**config.mk**
```make
export PLATFORM = sky130hd
export DESIGN_NAME = sorted_neighbor_table_flat
export DESIGN_NICKNAME = d
export VERILOG_FILES = /design/src/rtl/snt_pkg.sv /design/src/rtl/snt_if.sv /design/src/rtl/snt_datapath.sv /design/src/rtl/snt_ctrl.sv /design/src/rtl/sorted_neighbor_table.sv /design/src/flat_wrapper.sv
export VERILOG_INCLUDE_DIRS = /design/src /design/src/rtl
export SDC_FILE = /design/constraint.sdc
export NUM_CORES = 1
export LEC_CHECK = 0
export BUFFER_PORTS_ARGS = -buffer_cell sky130_fd_sc_hd__buf_4
export CAP_MARGIN = 20
export CORE_ASPECT_RATIO = 0.6
export CORE_UTILIZATION = 57
export CTS_CLUSTER_DIAMETER = 60
export DETAILED_ROUTE_END_ITERATION = 10
export PLACE_DENSITY = 0.71
export SYNTH_ARGS = -nofsm -noshare
export SYNTH_HDL_FRONTEND = slang
export SYNTH_SLANG_ARGS = --single-unit
```
**constraint.sdc**
```tcl
create_clock -name clk -period 7.05 [get_ports clk]
set_clock_uncertainty 0.05 [all_clocks]
set_input_delay 0.3525 -clock clk [delete_from_list [all_inputs] [get_ports clk]]
set_output_delay 0.3525 -clock clk [all_outputs]
set_load 0.02 [all_outputs]
```
**src/rtl/sorted_neighbor_table_defines.svh**
```systemverilog
// Assertion macros for the sorted neighbour table
`ifndef SORTED_NEIGHBOR_TABLE_DEFINES_SVH
`define SORTED_NEIGHBOR_TABLE_DEFINES_SVH
`ifndef SYNTHESIS
`define SNT_ASSERT_IMP(label, clk, rst_n, ante, cons, msg) \
	label: assert property (@(posedge clk) disable iff (!rst_n) (ante) |-> (cons)) \
		else $error(msg);
`define SNT_ASSERT_NXT(label, clk, rst_n, ante, cons, msg) \
	label: assert property (@(posedge clk) disable iff (!rst_n) (ante) |=> (cons)) \
		else $error(msg);
`else
`define SNT_ASSERT_IMP(label, clk, rst_n, ante, cons, msg)
`define SNT_ASSERT_NXT(label, clk, rst_n, ante, cons, msg)
`endif
`endif

```
**src/rtl/snt_pkg.sv**
```systemverilog
// Shared constants, types and codes of the sorted neighbour table
`timescale 1ns / 1ps
`default_nettype none

package snt_pkg;

	localparam int TABLE_DEPTH = 16;
	localparam int IDX_W       = (TABLE_DEPTH > 1) ? $clog2(TABLE_DEPTH) : 1;
	localparam int CNT_W       = $clog2(TABLE_DEPTH + 1);
	localparam int COORD_W     = 10;
	localparam int DIST_W      = 16;
	localparam int RANK_W      = 5;
	localparam int STATUS_W    = 3;

	localparam logic OP_INSERT = 1'b0;
	localparam logic OP_REMOVE = 1'b1;

	typedef enum logic [STATUS_W-1:0] {
		ST_INSERTED = 3'd0,
		ST_PRESENT  = 3'd1,
		ST_FULL     = 3'd2,
		ST_REMOVED  = 3'd3,
		ST_NOTFOUND = 3'd4
	} status_t;

	typedef struct packed {
		logic [COORD_W-1:0] x;
		logic [COORD_W-1:0] y;
		logic [DIST_W-1:0]  distance;
	} entry_t;

	typedef enum logic [2:0] {
		S_IDLE,
		S_SCAN,
		S_INS_SHIFT,
		S_REM_SHIFT,
		S_PUBLISH
	} state_t;

	typedef enum logic [2:0] {
		CUR_HOLD,
		CUR_ZERO,
		CUR_INC,
		CUR_DEC,
		CUR_CNT
	} cur_op_t;

	typedef enum logic [2:0] {
		RD_ZERO,
		RD_CUR_P1,
		RD_CUR_P2,
		RD_CUR_M2,
		RD_CNT_M1
	} rd_sel_t;

	typedef enum logic [1:0] {
		CNT_HOLD,
		CNT_INC,
		CNT_DEC
	} cnt_op_t;

	typedef enum logic {
		RANK_ZERO,
		RANK_CUR
	} rank_sel_t;

	typedef struct packed {
		logic      in_ready;
		logic      load;
		cur_op_t   cur_op;
		logic      set_pos;
		rd_sel_t   rd_sel;
		logic      wr_en;
		logic      wr_new;
		cnt_op_t   cnt_op;
		logic      res_load;
		rank_sel_t rank_sel;
		status_t   res_status;
		logic      publish;
	} cmd_t;

	typedef struct packed {
		logic req_valid;
		logic op_rem;
		logic at_end;
		logic at_head;
		logic match;
		logic head_gt;
		logic dist_lt;
		logic full;
		logic at_pos;
		logic rem_last;
		logic out_free;
	} stat_t;

endpackage

`default_nettype wire

```
**src/rtl/snt_if.sv**
```systemverilog
// Request and response channel interfaces
`timescale 1ns / 1ps
`default_nettype none

interface snt_req_if;
	logic                        valid;
	logic                        ready;
	logic                        op;
	logic [snt_pkg::COORD_W-1:0] coord_x;
	logic [snt_pkg::COORD_W-1:0] coord_y;
	logic [snt_pkg::DIST_W-1:0]  distance;

	modport source (output valid, op, coord_x, coord_y, distance, input ready);
	modport sink (input valid, op, coord_x, coord_y, distance, output ready);
endinterface

interface snt_rsp_if;
	logic                         valid;
	logic                         ready;
	logic [snt_pkg::RANK_W-1:0]   rank;
	logic [snt_pkg::STATUS_W-1:0] status;

	modport source (output valid, rank, status, input ready);
	modport sink (input valid, rank, status, output ready);
endinterface

`default_nettype wire

```
**src/rtl/snt_datapath.sv**
```systemverilog
// Datapath: entry memory, cursor, count, compares and result register
`timescale 1ns / 1ps
`default_nettype none

module snt_datapath (
	input  wire logic      clk,
	input  wire logic      arst_n,
	snt_req_if.sink        req,
	snt_rsp_if.source      rsp,
	input  snt_pkg::cmd_t  cmd,
	output snt_pkg::stat_t stat
);

	snt_pkg::entry_t mem [snt_pkg::TABLE_DEPTH];
	snt_pkg::entry_t rd_data_q;
	snt_pkg::entry_t item_q;
	snt_pkg::entry_t wr_data;
	logic            op_q;

	logic [snt_pkg::CNT_W-1:0] cur_q;
	logic [snt_pkg::CNT_W-1:0] pos_q;
	logic [snt_pkg::CNT_W-1:0] cnt_q;
	logic [snt_pkg::CNT_W-1:0] rd_ptr;
	logic [snt_pkg::IDX_W-1:0] rd_idx;
	logic [snt_pkg::IDX_W-1:0] wr_idx;

	logic [snt_pkg::RANK_W-1:0] res_rank_q;
	snt_pkg::status_t           res_status_q;
	logic                       out_valid_q;
	logic [snt_pkg::RANK_W-1:0] out_rank_q;
	snt_pkg::status_t           out_status_q;

	always_comb begin
		unique case (cmd.rd_sel)
			snt_pkg::RD_ZERO:   rd_ptr = '0;
			snt_pkg::RD_CUR_P1: rd_ptr = cur_q + snt_pkg::CNT_W'(1);
			snt_pkg::RD_CUR_P2: rd_ptr = cur_q + snt_pkg::CNT_W'(2);
			snt_pkg::RD_CUR_M2: rd_ptr = cur_q - snt_pkg::CNT_W'(2);
			snt_pkg::RD_CNT_M1: rd_ptr = cnt_q - snt_pkg::CNT_W'(1);
			default:            rd_ptr = '0;
		endcase
	end

	// out-of-range addresses only occur on reads whose data is never used
	assign rd_idx  = rd_ptr[snt_pkg::IDX_W-1:0];
	assign wr_idx  = cur_q[snt_pkg::IDX_W-1:0];
	assign wr_data = cmd.wr_new ? item_q : rd_data_q;

	always_ff @(posedge clk) begin
		if (cmd.wr_en) begin
			mem[wr_idx] <= wr_data;
		end
		rd_data_q <= mem[rd_idx];
	end

	always_ff @(posedge clk) begin
		if (cmd.load) begin
			op_q            <= req.op;
			item_q.x        <= req.coord_x;
			item_q.y        <= req.coord_y;
			item_q.distance <= req.distance;
		end
		if (cmd.set_pos) begin
			pos_q <= cur_q;
		end
		if (cmd.res_load) begin
			res_status_q <= cmd.res_status;
			if (cmd.rank_sel == snt_pkg::RANK_CUR) begin
				res_rank_q <= snt_pkg::RANK_W'(cur_q + snt_pkg::CNT_W'(1));
			end else begin
				res_rank_q <= '0;
			end
		end
		if (cmd.publish) begin
			out_rank_q   <= res_rank_q;
			out_status_q <= res_status_q;
		end
	end

	always_ff @(posedge clk or negedge arst_n) begin
		if (!arst_n) begin
			cur_q       <= '0;
			cnt_q       <= '0;
			out_valid_q <= 1'b0;
		end else begin
			case (cmd.cur_op)
				snt_pkg::CUR_ZERO: cur_q <= '0;
				snt_pkg::CUR_INC:  cur_q <= cur_q + snt_pkg::CNT_W'(1);
				snt_pkg::CUR_DEC:  cur_q <= cur_q - snt_pkg::CNT_W'(1);
				snt_pkg::CUR_CNT:  cur_q <= cnt_q;
				default:           cur_q <= cur_q;
			endcase
			case (cmd.cnt_op)
				snt_pkg::CNT_INC: cnt_q <= cnt_q + snt_pkg::CNT_W'(1);
				snt_pkg::CNT_DEC: cnt_q <= cnt_q - snt_pkg::CNT_W'(1);
				default:          cnt_q <= cnt_q;
			endcase
			if (cmd.publish) begin
				out_valid_q <= 1'b1;
			end else if (rsp.ready) begin
				out_valid_q <= 1'b0;
			end
		end
	end

	assign req.ready  = cmd.in_ready;
	assign rsp.valid  = out_valid_q;
	assign rsp.rank   = out_rank_q;
	assign rsp.status = out_status_q;

	always_comb begin
		stat.req_valid = req.valid;
		stat.op_rem    = (op_q == snt_pkg::OP_REMOVE);
		stat.at_end    = (cur_q >= cnt_q);
		stat.at_head   = (cur_q == '0);
		stat.match     = (rd_data_q.x == item_q.x) && (rd_data_q.y == item_q.y);
		stat.head_gt   = (rd_data_q.distance > item_q.distance);
		stat.dist_lt   = (rd_data_q.distance < item_q.distance);
		stat.full      = (cnt_q == snt_pkg::CNT_W'(snt_pkg::TABLE_DEPTH));
		stat.at_pos    = (cur_q == pos_q);
		stat.rem_last  = ((cur_q + snt_pkg::CNT_W'(1)) == cnt_q);
		stat.out_free  = !out_valid_q || rsp.ready;
	end

endmodule

`default_nettype wire

```
**src/rtl/snt_ctrl.sv**
```systemverilog
// Controller: scan, shift and publish sequencing
`timescale 1ns / 1ps
`default_nettype none

module snt_ctrl (
	input  wire logic      clk,
	input  wire logic      arst_n,
	input  snt_pkg::stat_t stat,
	output snt_pkg::cmd_t  cmd
);

	snt_pkg::state_t state_q;
	snt_pkg::state_t state_d;

	// insert scan reached its insertion point
	logic ins_place;
	// insert scan hit an entry with the same coordinates
	logic ins_present;

	always_comb begin
		ins_place   = 1'b0;
		ins_present = 1'b0;
		if (stat.at_end) begin
			ins_place = 1'b1;
		end else if (stat.at_head) begin
			ins_present = stat.match;
			ins_place   = !stat.match && stat.head_gt;
		end else if (!stat.dist_lt) begin
			ins_present = stat.match;
			ins_place   = !stat.match;
		end
	end

	always_ff @(posedge clk or negedge arst_n) begin
		if (!arst_n) begin
			state_q <= snt_pkg::S_IDLE;
		end else begin
			state_q <= state_d;
		end
	end

	always_comb begin
		state_d = state_q;
		unique case (state_q)
			snt_pkg::S_IDLE: begin
				if (stat.req_valid) state_d = snt_pkg::S_SCAN;
			end
			snt_pkg::S_SCAN: begin
				if (stat.op_rem) begin
					if (stat.at_end) state_d = snt_pkg::S_PUBLISH;
					else if (stat.match) state_d = snt_pkg::S_REM_SHIFT;
				end else if (ins_present) begin
					state_d = snt_pkg::S_PUBLISH;
				end else if (ins_place) begin
					state_d = stat.full ? snt_pkg::S_PUBLISH : snt_pkg::S_INS_SHIFT;
				end
			end
			snt_pkg::S_INS_SHIFT: begin
				if (stat.at_pos) state_d = snt_pkg::S_PUBLISH;
			end
			snt_pkg::S_REM_SHIFT: begin
				if (stat.rem_last) state_d = snt_pkg::S_PUBLISH;
			end
			snt_pkg::S_PUBLISH: begin
				if (stat.out_free) state_d = snt_pkg::S_IDLE;
			end
			default: state_d = snt_pkg::S_IDLE;
		endcase
	end

	always_comb begin
		cmd            = '0;
		cmd.cur_op     = snt_pkg::CUR_HOLD;
		cmd.rd_sel     = snt_pkg::RD_ZERO;
		cmd.cnt_op     = snt_pkg::CNT_HOLD;
		cmd.rank_sel   = snt_pkg::RANK_ZERO;
		cmd.res_status = snt_pkg::ST_INSERTED;
		unique case (state_q)
			snt_pkg::S_IDLE: begin
				cmd.in_ready = 1'b1;
				cmd.load     = stat.req_valid;
				cmd.cur_op   = snt_pkg::CUR_ZERO;
				cmd.rd_sel   = snt_pkg::RD_ZERO;
			end
			snt_pkg::S_SCAN: begin
				cmd.rd_sel = snt_pkg::RD_CUR_P1;
				if (stat.op_rem) begin
					if (stat.at_end) begin
						cmd.res_load   = 1'b1;
						cmd.res_status = snt_pkg::ST_NOTFOUND;
					end else if (!stat.match) begin
						cmd.cur_op = snt_pkg::CUR_INC;
					end
				end else if (ins_present) begin
					cmd.res_load   = 1'b1;
					cmd.rank_sel   = snt_pkg::RANK_CUR;
					cmd.res_status = snt_pkg::ST_PRESENT;
				end else if (ins_place) begin
					if (stat.full) begin
						cmd.res_load   = 1'b1;
						cmd.res_status = snt_pkg::ST_FULL;
					end else begin
						cmd.set_pos = 1'b1;
						cmd.cur_op  = snt_pkg::CUR_CNT;
						cmd.rd_sel  = snt_pkg::RD_CNT_M1;
					end
				end else begin
					cmd.cur_op = snt_pkg::CUR_INC;
				end
			end
			snt_pkg::S_INS_SHIFT: begin
				cmd.wr_en = 1'b1;
				if (stat.at_pos) begin
					cmd.wr_new     = 1'b1;
					cmd.cnt_op     = snt_pkg::CNT_INC;
					cmd.res_load   = 1'b1;
					cmd.rank_sel   = snt_pkg::RANK_CUR;
					cmd.res_status = snt_pkg::ST_INSERTED;
				end else begin
					cmd.cur_op = snt_pkg::CUR_DEC;
					cmd.rd_sel = snt_pkg::RD_CUR_M2;
				end
			end
			snt_pkg::S_REM_SHIFT: begin
				if (stat.rem_last) begin
					cmd.cnt_op     = snt_pkg::CNT_DEC;
					cmd.res_load   = 1'b1;
					cmd.res_status = snt_pkg::ST_REMOVED;
				end else begin
					cmd.wr_en  = 1'b1;
					cmd.cur_op = snt_pkg::CUR_INC;
					cmd.rd_sel = snt_pkg::RD_CUR_P2;
				end
			end
			snt_pkg::S_PUBLISH: begin
				cmd.publish = stat.out_free;
			end
			default: begin
				cmd.in_ready = 1'b0;
			end
		endcase
	end

endmodule

`default_nettype wire

```
**src/rtl/sorted_neighbor_table.sv**
```systemverilog
// Sorted neighbour table top level
// Keeps up to TABLE_DEPTH neighbour entries in ascending distance order.
// req channel: op (insert/remove), coord_x, coord_y, distance (Q8.8).
// rsp channel: one transaction per request with rank and status.
// One request is worked on at a time; req.ready is high only while idle.
// A request walks the entry memory one entry per cycle (one read port,
// registered read data), then moves the entries behind the change one
// per cycle. The result sits in an output register, so the next request
// may be taken while that result waits; a further result is held until
// rsp.ready frees the register, and the block waits in the meantime.
// Reset clears the entry count and the output valid; the entry memory
// itself needs no clearing since only entries below the count are read.
`timescale 1ns / 1ps
`default_nettype none
`include "sorted_neighbor_table_defines.svh"

module sorted_neighbor_table (
	input wire logic  clk,
	input wire logic  arst_n,
	snt_req_if.sink   req,
	snt_rsp_if.source rsp
);

	snt_pkg::cmd_t  cmd;
	snt_pkg::stat_t stat;

	snt_ctrl u_ctrl (
		.clk    (clk),
		.arst_n (arst_n),
		.stat   (stat),
		.cmd    (cmd)
	);

	snt_datapath u_datapath (
		.clk    (clk),
		.arst_n (arst_n),
		.req    (req),
		.rsp    (rsp),
		.cmd    (cmd),
		.stat   (stat)
	);

	`SNT_ASSERT_NXT(a_one_at_a_time, clk, arst_n, req.valid && req.ready, !req.ready, "request taken while busy")
	`SNT_ASSERT_IMP(a_no_overfill, clk, arst_n, stat.full, cmd.cnt_op != snt_pkg::CNT_INC, "table overfilled")
	`SNT_ASSERT_IMP(a_publish_free, clk, arst_n, cmd.publish, !rsp.valid || rsp.ready, "result overwritten")
	`SNT_ASSERT_IMP(a_write_busy, clk, arst_n, cmd.wr_en, !cmd.in_ready, "memory write while idle")

endmodule

`default_nettype wire
```
**src/flat_wrapper.sv**
```systemverilog
// flat-port wrapper written by rule: the top's interface ports become plain ports
module sorted_neighbor_table_flat 
  (clk, arst_n, req_valid, req_op, req_coord_x, req_coord_y, req_distance, req_ready, rsp_valid, rsp_rank, rsp_status, rsp_ready);
  snt_req_if req_i ();
  snt_rsp_if rsp_i ();
  input wire logic clk;
  input wire logic arst_n;
  input wire logic [$bits(req_i.valid)-1:0] req_valid;
  input wire logic [$bits(req_i.op)-1:0] req_op;
  input wire logic [$bits(req_i.coord_x)-1:0] req_coord_x;
  input wire logic [$bits(req_i.coord_y)-1:0] req_coord_y;
  input wire logic [$bits(req_i.distance)-1:0] req_distance;
  output wire logic [$bits(req_i.ready)-1:0] req_ready;
  output wire logic [$bits(rsp_i.valid)-1:0] rsp_valid;
  output wire logic [$bits(rsp_i.rank)-1:0] rsp_rank;
  output wire logic [$bits(rsp_i.status)-1:0] rsp_status;
  input wire logic [$bits(rsp_i.ready)-1:0] rsp_ready;
  assign req_i.valid = req_valid;
  assign req_i.op = req_op;
  assign req_i.coord_x = req_coord_x;
  assign req_i.coord_y = req_coord_y;
  assign req_i.distance = req_distance;
  assign req_ready = req_i.ready;
  assign rsp_valid = rsp_i.valid;
  assign rsp_rank = rsp_i.rank;
  assign rsp_status = rsp_i.status;
  assign rsp_i.ready = rsp_ready;
  sorted_neighbor_table u_core (.clk(clk), .arst_n(arst_n), .req(req_i), .rsp(rsp_i));
endmodule
```
* Yosys cells after proc, flatten, opt, wreduce, memory -nomap -nowiden
Memories as Yosys holds them, arrays and structs flattened. A register that Yosys moved wholly into a read port is not among the register bits. Index checks and enable logic that the tools add are counted.
Word-level totals: bits in registers 72, memory bits (writable) 576, bits of input ports 41, output and inout port bits 10, word-level logic and storage cells 122, memories 1
Cells by class: add/subtract/negate cells 6, magnitude comparators 3, equality and inequality tests 25, mux-type cells 63, reductions and logical operators 11
Memory list:
- u_core.u_datapath.mem | depth 16, width 36, rd ports 1, clocked after Yosys merged registers in 1, write ports 1, RTL line snt_datapath.sv:14 | snt_pkg::entry_t mem [snt_pkg::TABLE_DEPTH];
Operators with widths (count):
- two-way mux 3 bit | 16
- two-way mux 36 bit | 1
- two-way mux 1 bit | 22
- == test 10 bit | 2
- one-hot mux 5 bit (4 select lines) | 1
- == test 3 x 2 -> 1 bit (second input constant) | 6
- one-hot mux 3 bit (3 select lines) | 2
- > comparator 16 bit | 1
- < comparator 16 bit | 1
- two-way mux 2 bit | 8
- one-hot mux 4 bit (4 select lines) | 1
- one-hot mux 3 bit (5 select lines) | 1
- two-way mux 7 bit | 2
- one-hot mux 3 bit (4 select lines) | 1
- adder 5 x 1 -> 5 bit (second input constant) | 2
- == test 5 bit | 2
- one-hot mux 5 bit (2 select lines) | 1
- subtractor 5 x 1 -> 5 bit (second input constant) | 2
- == test 3 x 1 -> 1 bit (second input constant) | 3
- == test 3 bit (second input constant) | 3
- two-way mux 4 bit | 2
- two-way mux 8 bit | 1
- AND reduction 6 bit | 1
- == test 5 bit (second input constant) | 1
- other kinds (19) | 25

* Longest topological paths before layout
depth after elaboration 12, mapped depth 16, mapped depth without buffers 13

* Hierarchy
From an unflattened synthesis, not the netlist that was laid out.
Unflattened totals: cell total of the unflattened synthesis 1967, area total of the unflattened synthesis 27405.0 um^2
Modules (own cells, without submodules):
- snt_datapath | times used 1, cells an instance 1902, area each 26969.6 um^2, seq. area each 20034.2 um^2
- snt_ctrl | times used 1, cells an instance 65, area each 435.4 um^2, seq. area each 75.1 um^2

* Worst setup path after synthesis
OpenSTA, ideal clock, no wires.
path type register -> register, start point register u_core.u_datapath.cur_q[1] (netlist name), end point memory u_core.u_datapath.mem[2][0] (netlist name), enable pin, setup time 474 ps, arrival time 4144 ps, required time 6526 ps, setup slack 2382 ps, cell stages (with the launch flop) 10, buffers on the path 1, clock period less this slack 4668 ps, cells stage by stage dfrtp_1 buf_4 inv_1 ha_1 xnor2_1 nand3_1 mux2i_4 a21oi_4 nand2_1 nor3_1
On the way: cells in the longest elaborated chain, start to end 6
Ends and longest elaborated chain:
- from (decl) | RTL line snt_datapath.sv:20 | logic [snt_pkg::CNT_W-1:0] cur_q;
- from (signal assigned) | RTL line snt_datapath.sv:88 | snt_pkg::CUR_INC: cur_q <= cur_q + snt_pkg::CNT_W'(1);
- from (signal assigned) | RTL line snt_datapath.sv:89 | snt_pkg::CUR_DEC: cur_q <= cur_q - snt_pkg::CNT_W'(1);
- from (signal assigned) | RTL line snt_datapath.sv:90 | snt_pkg::CUR_CNT: cur_q <= cnt_q;
- adder 5 x 1 -> 5 bit
- == test 5 bit | RTL line snt_datapath.sv:121 | stat.rem_last = ((cur_q + snt_pkg::CNT_W'(1)) == cnt_q);
- two-way mux 3 bit | RTL line snt_ctrl.sv:125 | if (stat.rem_last) begin
- one-hot mux 1 bit (2 select lines) | RTL line snt_ctrl.sv:78 | unique case (state_q)
- two-way mux 1 bit | RTL line snt_datapath.sv:50 | if (cmd.wr_en) begin
- two-way mux 1 bit (not written as such) | RTL line snt_datapath.sv:51 | mem[wr_idx] <= wr_data;
- to (decl) | RTL line snt_datapath.sv:14
Several ways; a longest one is shown, not always the timed one.

* Final worst setup path
start point register u_core.u_datapath.cur_q[2] (netlist name), end point register, netlist name u_core.u_datapath.rd_data_q[31]
On the way: cells in the longest elaborated chain, start to end 9, elaborated cells on any way between the ends 22, classes of those cells add/sub: 3; order compare: 1; eq/ne: 6; mux: 11; reduce/logical: 1
Ends and longest elaborated chain:
- branches (longest 8 deep; another with >= comparator 5 bit)
- one-hot mux 4 bit (4 select lines) * | RTL line snt_datapath.sv:34 | unique case (cmd.rd_sel)
Mark *: on every way between the ends. A chain may end at the register's enable or synchronous reset.

==> results.toml <==
[run_status]
outcome = "completed"

[clocking]
cts_resized = 0
path_clk_slew_ns = 0.07
root_buffer = "clkbuf_16"
cts_setup_buffers = 0
ctsHoldBuffers = 39
clkSinkCount = 684
cts_tree = "built"
h-tree-depth = 2
cts_buffers = 58
insertion_delay_ns = 0.61
clockBufferDepth = 3

[routing]
wl_per_cell_um = 26.2
drt_iter0_markers = 1578
viasPerCell = 6.18
route.detailed.drc = 0
vias = 15000
ant_nets = 0
drt-total-wl_mm = 63.6
dr.pass1.iters = 7

[timing]
rsz0062_at_grt = "no"
period_needed_ns = 5.17
slew_headroom = 0.255
fin_tns_setup_ns = 0
tightest_slew_ns = 1.11
finalSetupViolations = 0
drv_slew = 0
timing.final.hold_violations = 0
max_freq_mhz = 194
post-route-period-util = 0.733

[synth]
syn_nets = 1703
post-synth-top-area-fraction = 0.693
synth_seq_cells = 684
ys_top_cells_by_area = "edfxtp_1 69%, mux2i_1 11%, dfxtp_1 2.6%"
ys_async_sr_fraction = 0.0205
yosysUniqueCellTypes = 75
ys_warn_count = 0
synth_seq_area_share = 0.732
synth_top_area_cell = "edfxtp_1"
syn_area_um2 = 27500
syn_area_per_cell_um2 = 16.8
synth-edff-count = 634
synthTopCellsByCount = "634 x edfxtp_1, 289 x mux2i_1, 106 x nand2_1"
synth_most_common_cell = "edfxtp_1"
synth-main-ff-cell = "edfxtp_1"
synth_cells = 1633

[place]
place.gp.congestion = 0.928
hpwl_mm = 33.3
place.port_buffers = 50
post_dp_cell_area_um2 = 28600

[die]
die_y_um = 172
io_pins = 51
initial_core_util = 0.585
rows = 61
dieWidth_um = 285
core_area_um2 = 46900
fp.dieArea_um2 = 49100

[critical_path]
critPathArrivalTime_ns = 5.59
critPathMaxFanout = 23
rrSetupSlack_ns = 1.88
crit_required_ns = 7.48
r2r_end = "u_core.u_datapath.rd_data_q[31]"
cp.buffers_inverters = 1
endpoint_kind = "register"
r2r-start = "u_core.u_datapath.cur_q[2]"
path_class = "register to register"
critical_path.top_delay_family = "simple AND/OR/NAND/NOR gates"
r2r_cells = 14
slowest_stage = "dfrtp_1"
slowest_delay_ns = 0.94
cp_cell_sequence = "xnor2_1 -> nand3_2 -> nor2_1 -> nor3_4 -> fa_1 -> xor2_1 -> or2_2 -> a211oi_1 -> o21a_1 -> mux2_4 -> o211ai_4 -> buf_4 -> o32ai_1 -> or4_1"
startpoint_type = "register"

[final_layout]
area_growth_pct = 12.6
multi_input_comb_area_um2 = 6820
drive_gt1_frac = 0.131
fill_cells = 3193
regArea_um2 = 20100
diodes = 0
fin_area_um2 = 30900
layout.nets = 1818

[power]
power_uw = 14200
irDropWorstVdd_v = 0.000452
leakagePower_uw = 0.0102
powerDensity_nw_per_um2 = 460

[worst_hold_path]
min_from = "req_valid"
worstHoldEndpoint = "u_core.u_ctrl.state_q[0]"
hp-class = "input pin to register"
hold_depth = 5

[grt]
grt_pass1_wl_mm = 93.5
grt_pass1_vias = 14600
track_usage = 0.261
grt_max_degree = 66
overflow = 0
antenna_found_initial = 0

[job]
drv_cap = 0
-- placed cells by master, fill, tap and decap left out, types with 4 or more instances in the layout --
cell,synthesis,final
buf_4,15,95
buf_12,0,5
nand2b_1,10,9
clkinv_1,0,10
dfrtp_1,14,14
xor2_1,4,4
clkbuf_8,0,11
clkinv_2,0,7
mux2i_1,289,289
o22ai_1,72,72
o21ai_0,23,23
nand4_1,13,13
a21oi_1,12,12
edfxtp_1,634,634
nor2_4,1,12
clkbuf_16,0,59
nor2b_1,6,5
nand2_1,106,106
dlygate4sd3_1,0,39
inv_1,29,28
o32ai_1,72,72
or4_1,39,37
nor3_1,14,10
nor3_2,3,7
a21o_1,4,4
xnor2_1,36,36
dfxtp_1,36,36
nor2_1,32,21
clkbuf_1,21,17
nand3_1,9,9
ha_1,28,28
-- area by class of cell --
cell class	instances	area share
clock buffers	87	0.0547
clock inverters	23	0.00659
inverters	31	0.00376
multi-input cells	834	0.220
flip-flops and latches	684	0.650
well taps	630	0.0255
repair buffers	139	0.0389
-- sequential cells by signal, indices dropped and copies added (netlist names), 5 cells and up --
name	cells
u_core.u_datapath.res_rank_q	5
u_core.u_datapath.mem	576
u_core.u_datapath.cur_q	5
u_core.u_datapath.cnt_q	5
u_core.u_datapath.rsp.rank	5
u_core.u_datapath.item_q	36
u_core.u_datapath.rd_data_q	36
u_core.u_datapath.pos_q	5
-- how the worst max path moves through the flow --
stage	cells past startpoint	to	from
2_1_floorplan	9	u_core.u_datapath.mem[2][0]	u_core.u_datapath.cur_q[1]
3_3_place_gp	12	u_core.u_datapath.rd_data_q[32]	u_core.u_datapath.item_q[13]
3_5_place_dp	14	u_core.u_datapath.rd_data_q[31]	u_core.u_datapath.cur_q[2]
4_1_cts	14	u_core.u_datapath.rd_data_q[31]	u_core.u_datapath.cur_q[2]
5_1_grt	14	u_core.u_datapath.rd_data_q[31]	u_core.u_datapath.cur_q[2]
6_report	14	u_core.u_datapath.rd_data_q[31]	u_core.u_datapath.cur_q[2]
-- tightest hold or removal path, cell delays in order --
cell,delay (ns)
buf_4,0.09
nand2_1,0.04
o21ai_0,0.06
nand3_1,0.08
nand2_1,0.07
-- report_power, final --
part,internal (uW),switching [uW]
sequential,5510,286
combinational,1860,3390
clock,1770,1410
total,9130,5090
-- metrics by stage --
| stage | utilization | hold WS (ns) | setup WS [ns] | instances |
|---|---|---|---|---|
| 4_1_cts | 0.659 | 0.0582 | 1.90 | 2427 |
| 6_report | 0.659 | 0.0757 | 1.88 | 2428 |
| 3_3_place_gp | 0.610 | 0.176 | 2.09 | 2278 |
| 5_1_grt | 0.659 | 0.105 | 1.65 | 2428 |
| 2_1_floorplan | - | 0.00691 | 2.38 | 1633 |
| 3_5_place_dp | 0.610 | 0.178 | 1.94 | 2278 |
-- metal layers --
metal,track usage,share of wire
met5,0,0
met4,0.0530,0.015
met3,0.0485,0.081
met2,0.410,0.46
met1,0.384,0.44
-- cell families after synthesis --
family	share of synthesized area
AO/OA/AOI/OAI	0.0596
adder cells (fa/ha/maj)	0.0135
XOR/XNOR	0.0138
flip-flops	0.732
multiplexers	0.107
AND/OR/NAND/NOR	0.0490
buffers and inverters	0.0252
Note: power is estimated with default switching activity, not from simulation.
